===== src/rtl/core/lpd_pkg.sv =====
`default_nettype none
// ----------------------------------------------------------------------------
// lpd_pkg: shared types and constants for the length-prefixed deframer
// Holds the header layout constants, the parser phase type and the
// result item structure passed from the parser to the output stage.
// ----------------------------------------------------------------------------
package lpd_pkg;

    // Header layout: 4 length bytes then 4 id bytes, little-endian
    localparam int unsigned HDR_BYTES = 8;
    localparam int unsigned HIDX_W    = $clog2(HDR_BYTES);
    localparam logic [HIDX_W-1:0] HDR_LAST = HIDX_W'(HDR_BYTES - 1);

    localparam int unsigned BYTE_W = 8;
    localparam int unsigned WORD_W = 32;

    // Parser phase, one-hot
    typedef enum logic [1:0] {
        PH_HEADER  = 2'b01,
        PH_PAYLOAD = 2'b10
    } lpd_phase_t;

    // One result item
    typedef struct packed {
        logic [BYTE_W-1:0] payload_byte;
        logic [WORD_W-1:0] message_id;
        logic [WORD_W-1:0] message_length;
        logic              first_of_message;
        logic              last_of_message;
        logic              empty_message;
    } lpd_result_t;

    // Replace one byte lane of a 32-bit word
    function automatic logic [WORD_W-1:0] put_lane(
        input logic [WORD_W-1:0] word,
        input logic [1:0]        lane,
        input logic [BYTE_W-1:0] b
    );
        logic [WORD_W-1:0] w;
        begin
            w = word;
            case (lane)
                2'd0:    w[7:0]   = b;
                2'd1:    w[15:8]  = b;
                2'd2:    w[23:16] = b;
                default: w[31:24] = b;
            endcase
            return w;
        end
    endfunction

endpackage
`default_nettype wire


===== src/rtl/core/lpd_in_stage.sv =====
`default_nettype none
// ----------------------------------------------------------------------------
// lpd_in_stage: input register
// Captures one byte item per cycle and holds it until the parser
// consumes it; stalls the sender only while the held item cannot move.
// ----------------------------------------------------------------------------
module lpd_in_stage (
    input  wire logic                      clk,
    input  wire logic                      rst_n,
    input  wire logic                      in_valid,
    output logic                           in_stall,
    input  wire logic [lpd_pkg::BYTE_W-1:0] in_byte,
    input  wire logic                      out_ready,
    output logic                           advance,
    output logic [lpd_pkg::BYTE_W-1:0]     s1_byte
);
    import lpd_pkg::*;

    logic              s1_valid_reg;
    logic              s1_valid_next;
    logic [BYTE_W-1:0] s1_byte_reg;
    logic              load;

    // Move the held item on when the output side has room
    assign advance  = s1_valid_reg && out_ready;
    assign in_stall = s1_valid_reg && !out_ready;
    assign load     = in_valid && !in_stall;
    assign s1_byte  = s1_byte_reg;

    always_comb
    begin
        if (load)
        begin
            s1_valid_next = 1'b1;
        end
        else if (advance)
        begin
            s1_valid_next = 1'b0;
        end
        else
        begin
            s1_valid_next = s1_valid_reg;
        end
    end

    // Hold valid flag
    always_ff @(posedge clk or negedge rst_n)
    begin
        if (!rst_n)
        begin
            s1_valid_reg <= 1'b0;
        end
        else
        begin
            s1_valid_reg <= s1_valid_next;
        end
    end

    // Capture payload byte
    always_ff @(posedge clk)
    begin
        if (load)
        begin
            s1_byte_reg <= in_byte;
        end
    end

endmodule
`default_nettype wire


===== src/rtl/core/lpd_parser.sv =====
`default_nettype none
// ----------------------------------------------------------------------------
// lpd_parser: header assembly and payload countdown
// Holds the framing state, builds length and id from header bytes and
// tags each payload byte; produces at most one result per consumed item.
// ----------------------------------------------------------------------------
module lpd_parser (
    input  wire logic                       clk,
    input  wire logic                       rst_n,
    input  wire logic                       advance,
    input  wire logic [lpd_pkg::BYTE_W-1:0] s1_byte,
    output logic                            res_valid,
    output lpd_pkg::lpd_result_t            res
);
    import lpd_pkg::*;

    lpd_phase_t        phase_reg;
    lpd_phase_t        phase_next;
    logic [HIDX_W-1:0] header_index_reg;
    logic [HIDX_W-1:0] header_index_next;
    logic [WORD_W-1:0] length_reg;
    logic [WORD_W-1:0] length_next;
    logic [WORD_W-1:0] id_reg;
    logic [WORD_W-1:0] id_next;
    logic [WORD_W-1:0] remaining_reg;
    logic [WORD_W-1:0] remaining_next;
    logic              first_pending_reg;
    logic              first_pending_next;
    logic              last_byte;

    assign last_byte = (remaining_reg <= WORD_W'(1));

    // Decide next state and the result for the item being consumed
    always_comb
    begin
        phase_next         = phase_reg;
        header_index_next  = header_index_reg;
        length_next        = length_reg;
        id_next            = id_reg;
        remaining_next     = remaining_reg;
        first_pending_next = first_pending_reg;
        res_valid          = 1'b0;
        res                = '0;

        unique case (phase_reg)
            PH_HEADER:
            begin
                if (header_index_reg[HIDX_W-1])
                begin
                    id_next = put_lane(id_reg, header_index_reg[1:0], s1_byte);
                end
                else
                begin
                    length_next = put_lane(length_reg, header_index_reg[1:0], s1_byte);
                end

                if (header_index_reg != HDR_LAST)
                begin
                    header_index_next = header_index_reg + HIDX_W'(1);
                end
                else
                begin
                    header_index_next = '0;
                    if (length_reg == '0)
                    begin
                        // Zero-length message: one empty result
                        res_valid            = advance;
                        res.message_id       = id_next;
                        res.message_length   = length_reg;
                        res.first_of_message = 1'b1;
                        res.last_of_message  = 1'b1;
                        res.empty_message    = 1'b1;
                    end
                    else
                    begin
                        phase_next         = PH_PAYLOAD;
                        remaining_next     = length_reg;
                        first_pending_next = 1'b1;
                    end
                end
            end
            PH_PAYLOAD:
            begin
                res_valid            = advance;
                res.payload_byte     = s1_byte;
                res.message_id       = id_reg;
                res.message_length   = length_reg;
                res.first_of_message = first_pending_reg;
                res.last_of_message  = last_byte;
                first_pending_next   = 1'b0;
                if (last_byte)
                begin
                    remaining_next = '0;
                    phase_next     = PH_HEADER;
                end
                else
                begin
                    remaining_next = remaining_reg - WORD_W'(1);
                end
            end
            default:
            begin
                phase_next = PH_HEADER;
            end
        endcase
    end

    // Advance state only when an item is consumed
    always_ff @(posedge clk or negedge rst_n)
    begin
        if (!rst_n)
        begin
            phase_reg         <= PH_HEADER;
            header_index_reg  <= '0;
            length_reg        <= '0;
            id_reg            <= '0;
            remaining_reg     <= '0;
            first_pending_reg <= 1'b0;
        end
        else if (advance)
        begin
            phase_reg         <= phase_next;
            header_index_reg  <= header_index_next;
            length_reg        <= length_next;
            id_reg            <= id_next;
            remaining_reg     <= remaining_next;
            first_pending_reg <= first_pending_next;
        end
    end

`ifndef ASSERT_OFF
    a_payload_count_nonzero: assert property (@(posedge clk) disable iff (!rst_n)
        (phase_reg == PH_PAYLOAD) |-> (remaining_reg != '0))
        else $error("payload phase with zero bytes remaining");

    a_payload_header_idle: assert property (@(posedge clk) disable iff (!rst_n)
        (phase_reg == PH_PAYLOAD) |-> (header_index_reg == '0))
        else $error("header index moved during payload");

    a_empty_marks: assert property (@(posedge clk) disable iff (!rst_n)
        (res_valid && res.empty_message) |->
            (res.first_of_message && res.last_of_message && res.payload_byte == '0
             && res.message_length == '0))
        else $error("empty result with wrong marks");

    a_last_ends_message: assert property (@(posedge clk) disable iff (!rst_n)
        (advance && phase_reg == PH_PAYLOAD && remaining_reg == WORD_W'(1))
            |=> (phase_reg == PH_HEADER))
        else $error("final payload byte did not return to header");
`endif

endmodule
`default_nettype wire


===== src/rtl/core/lpd_out_stage.sv =====
`default_nettype none
// ----------------------------------------------------------------------------
// lpd_out_stage: result register
// Holds one result item for the receiver; accepts a new one in the same
// cycle the held one is taken.
// ----------------------------------------------------------------------------
module lpd_out_stage (
    input  wire logic                 clk,
    input  wire logic                 rst_n,
    input  wire logic                 res_valid,
    input  wire lpd_pkg::lpd_result_t res,
    input  wire logic                 out_stall,
    output logic                      out_ready,
    output logic                      out_valid,
    output lpd_pkg::lpd_result_t      out_res
);
    import lpd_pkg::*;

    logic        out_valid_reg;
    logic        out_valid_next;
    lpd_result_t out_res_reg;

    // Room when empty or the held item leaves this cycle
    assign out_ready = !out_valid_reg || !out_stall;
    assign out_valid = out_valid_reg;
    assign out_res   = out_res_reg;

    assign out_valid_next = res_valid || (out_valid_reg && out_stall);

    always_ff @(posedge clk or negedge rst_n)
    begin
        if (!rst_n)
        begin
            out_valid_reg <= 1'b0;
        end
        else
        begin
            out_valid_reg <= out_valid_next;
        end
    end

    // Load a new result
    always_ff @(posedge clk)
    begin
        if (res_valid)
        begin
            out_res_reg <= res;
        end
    end

endmodule
`default_nettype wire


===== src/rtl/core/length_prefixed_deframer_top.sv =====
`default_nettype none
// ----------------------------------------------------------------------------
// length_prefixed_deframer_top: byte-stream message deframer
// Cuts a byte stream into length-prefixed messages and tags each payload
// byte with the message id, length and first/last/empty marks.
//
// Input channel: in_valid/in_stall carry one stream byte per item on
// in_byte. Each message is an 8-byte header (4-byte little-endian length,
// then 4-byte little-endian id) followed by its payload bytes.
// Output channel: out_valid/out_stall carry one result item per payload
// byte; a zero-length message gives one item with empty_message set,
// both first and last marks set and payload_byte zero. Header bytes give
// no result.
// Each accepted byte is loaded into the input register and then, while the
// receiver takes results, goes through the parser into the result register,
// which drives the outputs. Throughput: one byte per cycle while the receiver
// does not stall; the framing update is combinational with no loop.
// Reset (rst_n low) clears both stages and returns the parser to expect a
// header with length and id zero.
// When the receiver stalls, the result register holds its item; the input
// register then fills and in_stall rises until the result is taken.
// ----------------------------------------------------------------------------
module length_prefixed_deframer_top (
    input  wire logic        clk,
    input  wire logic        rst_n,
    input  wire logic        in_valid,
    output logic             in_stall,
    input  wire logic [7:0]  in_byte,
    output logic             out_valid,
    input  wire logic        out_stall,
    output logic [7:0]       payload_byte,
    output logic [31:0]      message_id,
    output logic [31:0]      message_length,
    output logic             first_of_message,
    output logic             last_of_message,
    output logic             empty_message
);
    import lpd_pkg::*;

    logic              out_ready;
    logic              advance;
    logic [BYTE_W-1:0] s1_byte;
    logic              res_valid;
    lpd_result_t       res;
    lpd_result_t       out_res;

    lpd_in_stage u_in_stage (
        .clk       (clk),
        .rst_n     (rst_n),
        .in_valid  (in_valid),
        .in_stall  (in_stall),
        .in_byte   (in_byte),
        .out_ready (out_ready),
        .advance   (advance),
        .s1_byte   (s1_byte)
    );

    lpd_parser u_parser (
        .clk       (clk),
        .rst_n     (rst_n),
        .advance   (advance),
        .s1_byte   (s1_byte),
        .res_valid (res_valid),
        .res       (res)
    );

    lpd_out_stage u_out_stage (
        .clk       (clk),
        .rst_n     (rst_n),
        .res_valid (res_valid),
        .res       (res),
        .out_stall (out_stall),
        .out_ready (out_ready),
        .out_valid (out_valid),
        .out_res   (out_res)
    );

    // Unpack the held result onto the ports
    assign payload_byte     = out_res.payload_byte;
    assign message_id       = out_res.message_id;
    assign message_length   = out_res.message_length;
    assign first_of_message = out_res.first_of_message;
    assign last_of_message  = out_res.last_of_message;
    assign empty_message    = out_res.empty_message;

endmodule
`default_nettype wire


===== config.mk =====
export PLATFORM = sky130hd
export DESIGN_NAME = length_prefixed_deframer_top
export DESIGN_NICKNAME = d
export VERILOG_FILES = /design/src/rtl/core/lpd_pkg.sv /design/src/rtl/core/lpd_in_stage.sv /design/src/rtl/core/lpd_parser.sv /design/src/rtl/core/lpd_out_stage.sv /design/src/rtl/core/length_prefixed_deframer_top.sv
export SDC_FILE = /design/constraint.sdc
export NUM_CORES = 1
export LEC_CHECK = 0
export BUFFER_PORTS_ARGS = -buffer_cell sky130_fd_sc_hd__buf_2
export CAP_MARGIN = 20
export CORE_MARGIN = 5
export CORE_UTILIZATION = 55
export CTS_CLUSTER_DIAMETER = 200
export DETAILED_ROUTE_END_ITERATION = 8
export PLACE_DENSITY = 0.75
export SYNTH_ARGS = -nofsm -noshare
export SYNTH_HDL_FRONTEND = slang
export SYNTH_HIERARCHICAL = 1
export SYNTH_SLANG_ARGS = --single-unit
export TNS_END_PERCENT = 20

===== constraint.sdc =====
create_clock -name clk -period 5.63 [get_ports clk]
set_input_delay 1.126 -clock clk [delete_from_list [all_inputs] [get_ports clk]]
set_output_delay 1.126 -clock clk [all_outputs]
set_load 0.03 [all_outputs]

==> impl_metrics.tcl <==
set metrics [dict create \
    status "finished, final reports clean" \
    initial_core_util 0.554 \
    synth-simple-area-share 0.143 \
    clkTransAtPathRegs_ns 0.07 \
    grt_overflow 0 \
    hold_start "u_out_stage/out_valid$_DFF_PN0_" \
    grt_max_degree 77 \
    dieWidth_um 136 \
    syn_inst 705 \
    required_ns 5.68 \
    yosysSeqAreaShare 0.585 \
    hold_violations 0 \
    arrival_ns 4.36 \
    synth_area_mm2 0.00871 \
    synthMuxAreaShare 0.0889 \
    io_pins 89 \
    drcViolationCount 0 \
    fin_area_mm2 0.00989 \
    cts_max_path_buffers 2 \
    drv_cap 0 \
    dieArea_mm2 0.0184 \
    antenna_left 0 \
    synth_edf_count 83 \
    numCtsBuffers 17 \
    max-vdd-ir-drop_uv 294 \
    clock_sinks 187 \
    nets 790 \
    synth_compound_area_frac 0.134 \
    p_per_area_mw_per_mm2 508 \
    leakage_nw 3.89 \
    drt_iter0_drc 705 \
    dr.pass1.iters 6 \
    routed_wl_mm 22.0 \
    clkLatencyLatePin_ns 0.43 \
    largest_register_ffs 75 \
    hp-class "flop to flop" \
    ys.flop_type "dfrtp_1" \
    antenna_found_initial 0 \
    worst_setup_path_start_kind "flop" \
    ys_warn_count 6 \
    slew_viol_final 0 \
    place_area_mm2 0.00929 \
    synth-xor-area-share 0 \
    synth_top_family_by_area "simple AND/OR/NAND/NOR gates" \
    drive_gt1_frac 0.277 \
    vias_per_cell 6.32 \
    htree_levels 4 \
    finalSetupViolCount 0 \
    portBuffers 88 \
    wire_per_inst_um 22.0 \
    core_mm2 0.0157 \
    worstHoldPathCells 1 \
    slowest_delay_ns 0.90 \
    postCtsSetupBuffers 0 \
    setup_tns_ns 0 \
    slew_headroom 0.318 \
    syn-num-nets 727 \
    fin_crit_sh 0.765 \
    r2r_cells 6 \
    async_flop_share 0.556 \
    critPathSlowestCell "and2_4" \
    gp_congestion 0.915 \
    synthAdderAreaFrac 0.0144 \
    root_buffer "clkbuf_16" \
    rsz0062_at_grt "no" \
    worstPathCellList "nor4_1 > nand4_1 > nor4_4 > buf_4 > o21ba_2 > and2_4" \
    period_minus_slack_ns 4.31 \
    synth.distinct_cells 65 \
    area_growth_pct 13.6 \
    max_freq_ghz 0.232 \
    dpl.hpwl_mm 14.8 \
    critical_path_buf_inv_count 1 \
    holdPathEnd "u_out_stage/out_valid$_DFF_PN0_" \
    row_count 46 \
    synth_area_per_cell_um2 12.4 \
    cts_resized 0 \
    tightest_slew_ns 1.01 \
    via_count 6303 \
    r2r_slack_ns 1.32 \
    n_antenna_cell 0 \
    criticalPathCategory "flop to flop" \
    grt_pass1_wl_mm 34.6 \
    regToRegEndpoint "u_out_stage/out_res[30]$_DFFE_PP_" \
    grt_pass1_vias 6202 \
    skew_ns 0.00912 \
    hold_buffers 0 \
    die_h_um 136 \
    startpoint "u_parser/length_reg[1]$_DFFE_PN0P_" \
    yosysTopAreaCellShare 0.296 \
    cts_tree "done" \
    synth_top_area_cell "dfrtp_1" \
    crit-reg2reg-launch "u_parser/length_reg[1]$_DFFE_PN0P_" \
    crit_path_max_fanout 76 \
    path_delay_family "simple AND/OR/NAND/NOR gates" \
    grt_usage 0.246 \
    synth_area_leaders "dfrtp_1 (30%), edfxtp_1 (29%), mux2_2 (8.5%)" \
    endpoint_kind "flop" \
    ys_ff_latch 187 \
]
## layer usage
metal,part of all wire,vias up,track usage
met3,0.068,44,0.0474
met2,0.50,294,0.397
met1,0.41,3157,0.335
li1,-,2808,-
met4,0.029,0,0.0879
met5,0,-,0
## how the worst max path moves through the flow
stage	cells after the start	to	slack, ns
CTS	6	u_out_stage/out_res[30]$_DFFE_PP_	1.42
global placement	6	u_out_stage/out_res[29]$_DFFE_PP_	1.69
floorplan	6	u_out_stage/out_res[0]$_DFFE_PP_	1.39
global route	6	u_out_stage/out_res[30]$_DFFE_PP_	1.13
finish	6	u_out_stage/out_res[30]$_DFFE_PP_	1.32
detailed placement	6	u_out_stage/out_res[29]$_DFFE_PP_	1.44
## where the power goes
part / leakage [nW] / internal (mW) / switching [mW]
Clock: 0.293 / 0.653 / 0.549
Combinational: 1.56 / 0.596 / 0.972
Sequential: 2.03 / 1.89 / 0.363
Total: 3.89 / 3.14 / 1.88
## layout by cell type (no fill, tap or decap), drive strengths merged, types with 18 or more instances in the layout
cell and n:
nor4 18, dfrtp 103, edfxtp 83, buf 94, nand2 29, inv 29, clkbuf 19, nor2 50
and2 48, mux2 67, a32oi 38, nand3 19
## cells by family (layout without fill, tap and decap cells)
logic type      Yosys count  after routing
compound gates          141            141
fa+ha+maj                10             10
simple gates            224            224
flops                   187            187
buf+inv                  74            150
mux                      69             69
## layout make-up
type	count	area [um2]
fillers	1208	5820
multi-input cells	444	3340
clock inverters	13	151
flip-flops and latches	187	5100
repair buffers	94	488
well taps	216	270
clock buffers	19	453
inverters	24	90.1
## worst register-to-register path: stages (launching register included)
cell and delay, ns:
dfrtp_1 0.41, nor4_1 0.56, nand4_1 0.63, nor4_4 0.41, buf_4 0.39, o21ba_2 0.58, and2_4 0.91
## metrics by stage
step	util	hold WS [ns]	worst slack, ns	power (mW)	instances
6_report	0.629	0.510	1.32	5.02	997
4_1_cts	0.629	0.510	1.42	5.01	997
5_1_grt	0.629	0.516	1.13	5.28	997
2_1_floorplan	-	0.473	1.39	3.33	705
3_3_place_gp	0.591	0.488	1.69	3.70	965
3_5_place_dp	0.591	0.493	1.44	3.80	965
## synth_stat cells, types with 7 or more instances
library cell,number
dfrtp_1,103
edfxtp_1,83
mux2_2,66
nor2_1,50
and2_1,47
a32oi_1,38
clkbuf_1,32
nand2_1,29
inv_1,24
nand3_1,19
a31oi_1,14
nor4_1,14
buf_2,12
nor3_1,12
a21oi_1,10
a22oi_1,10
ha_1,10
o22ai_1,10
nor2b_1,9
nand4_1,7
o221ai_1,7
or4_1,7
(Power assumes the default switching activity.)
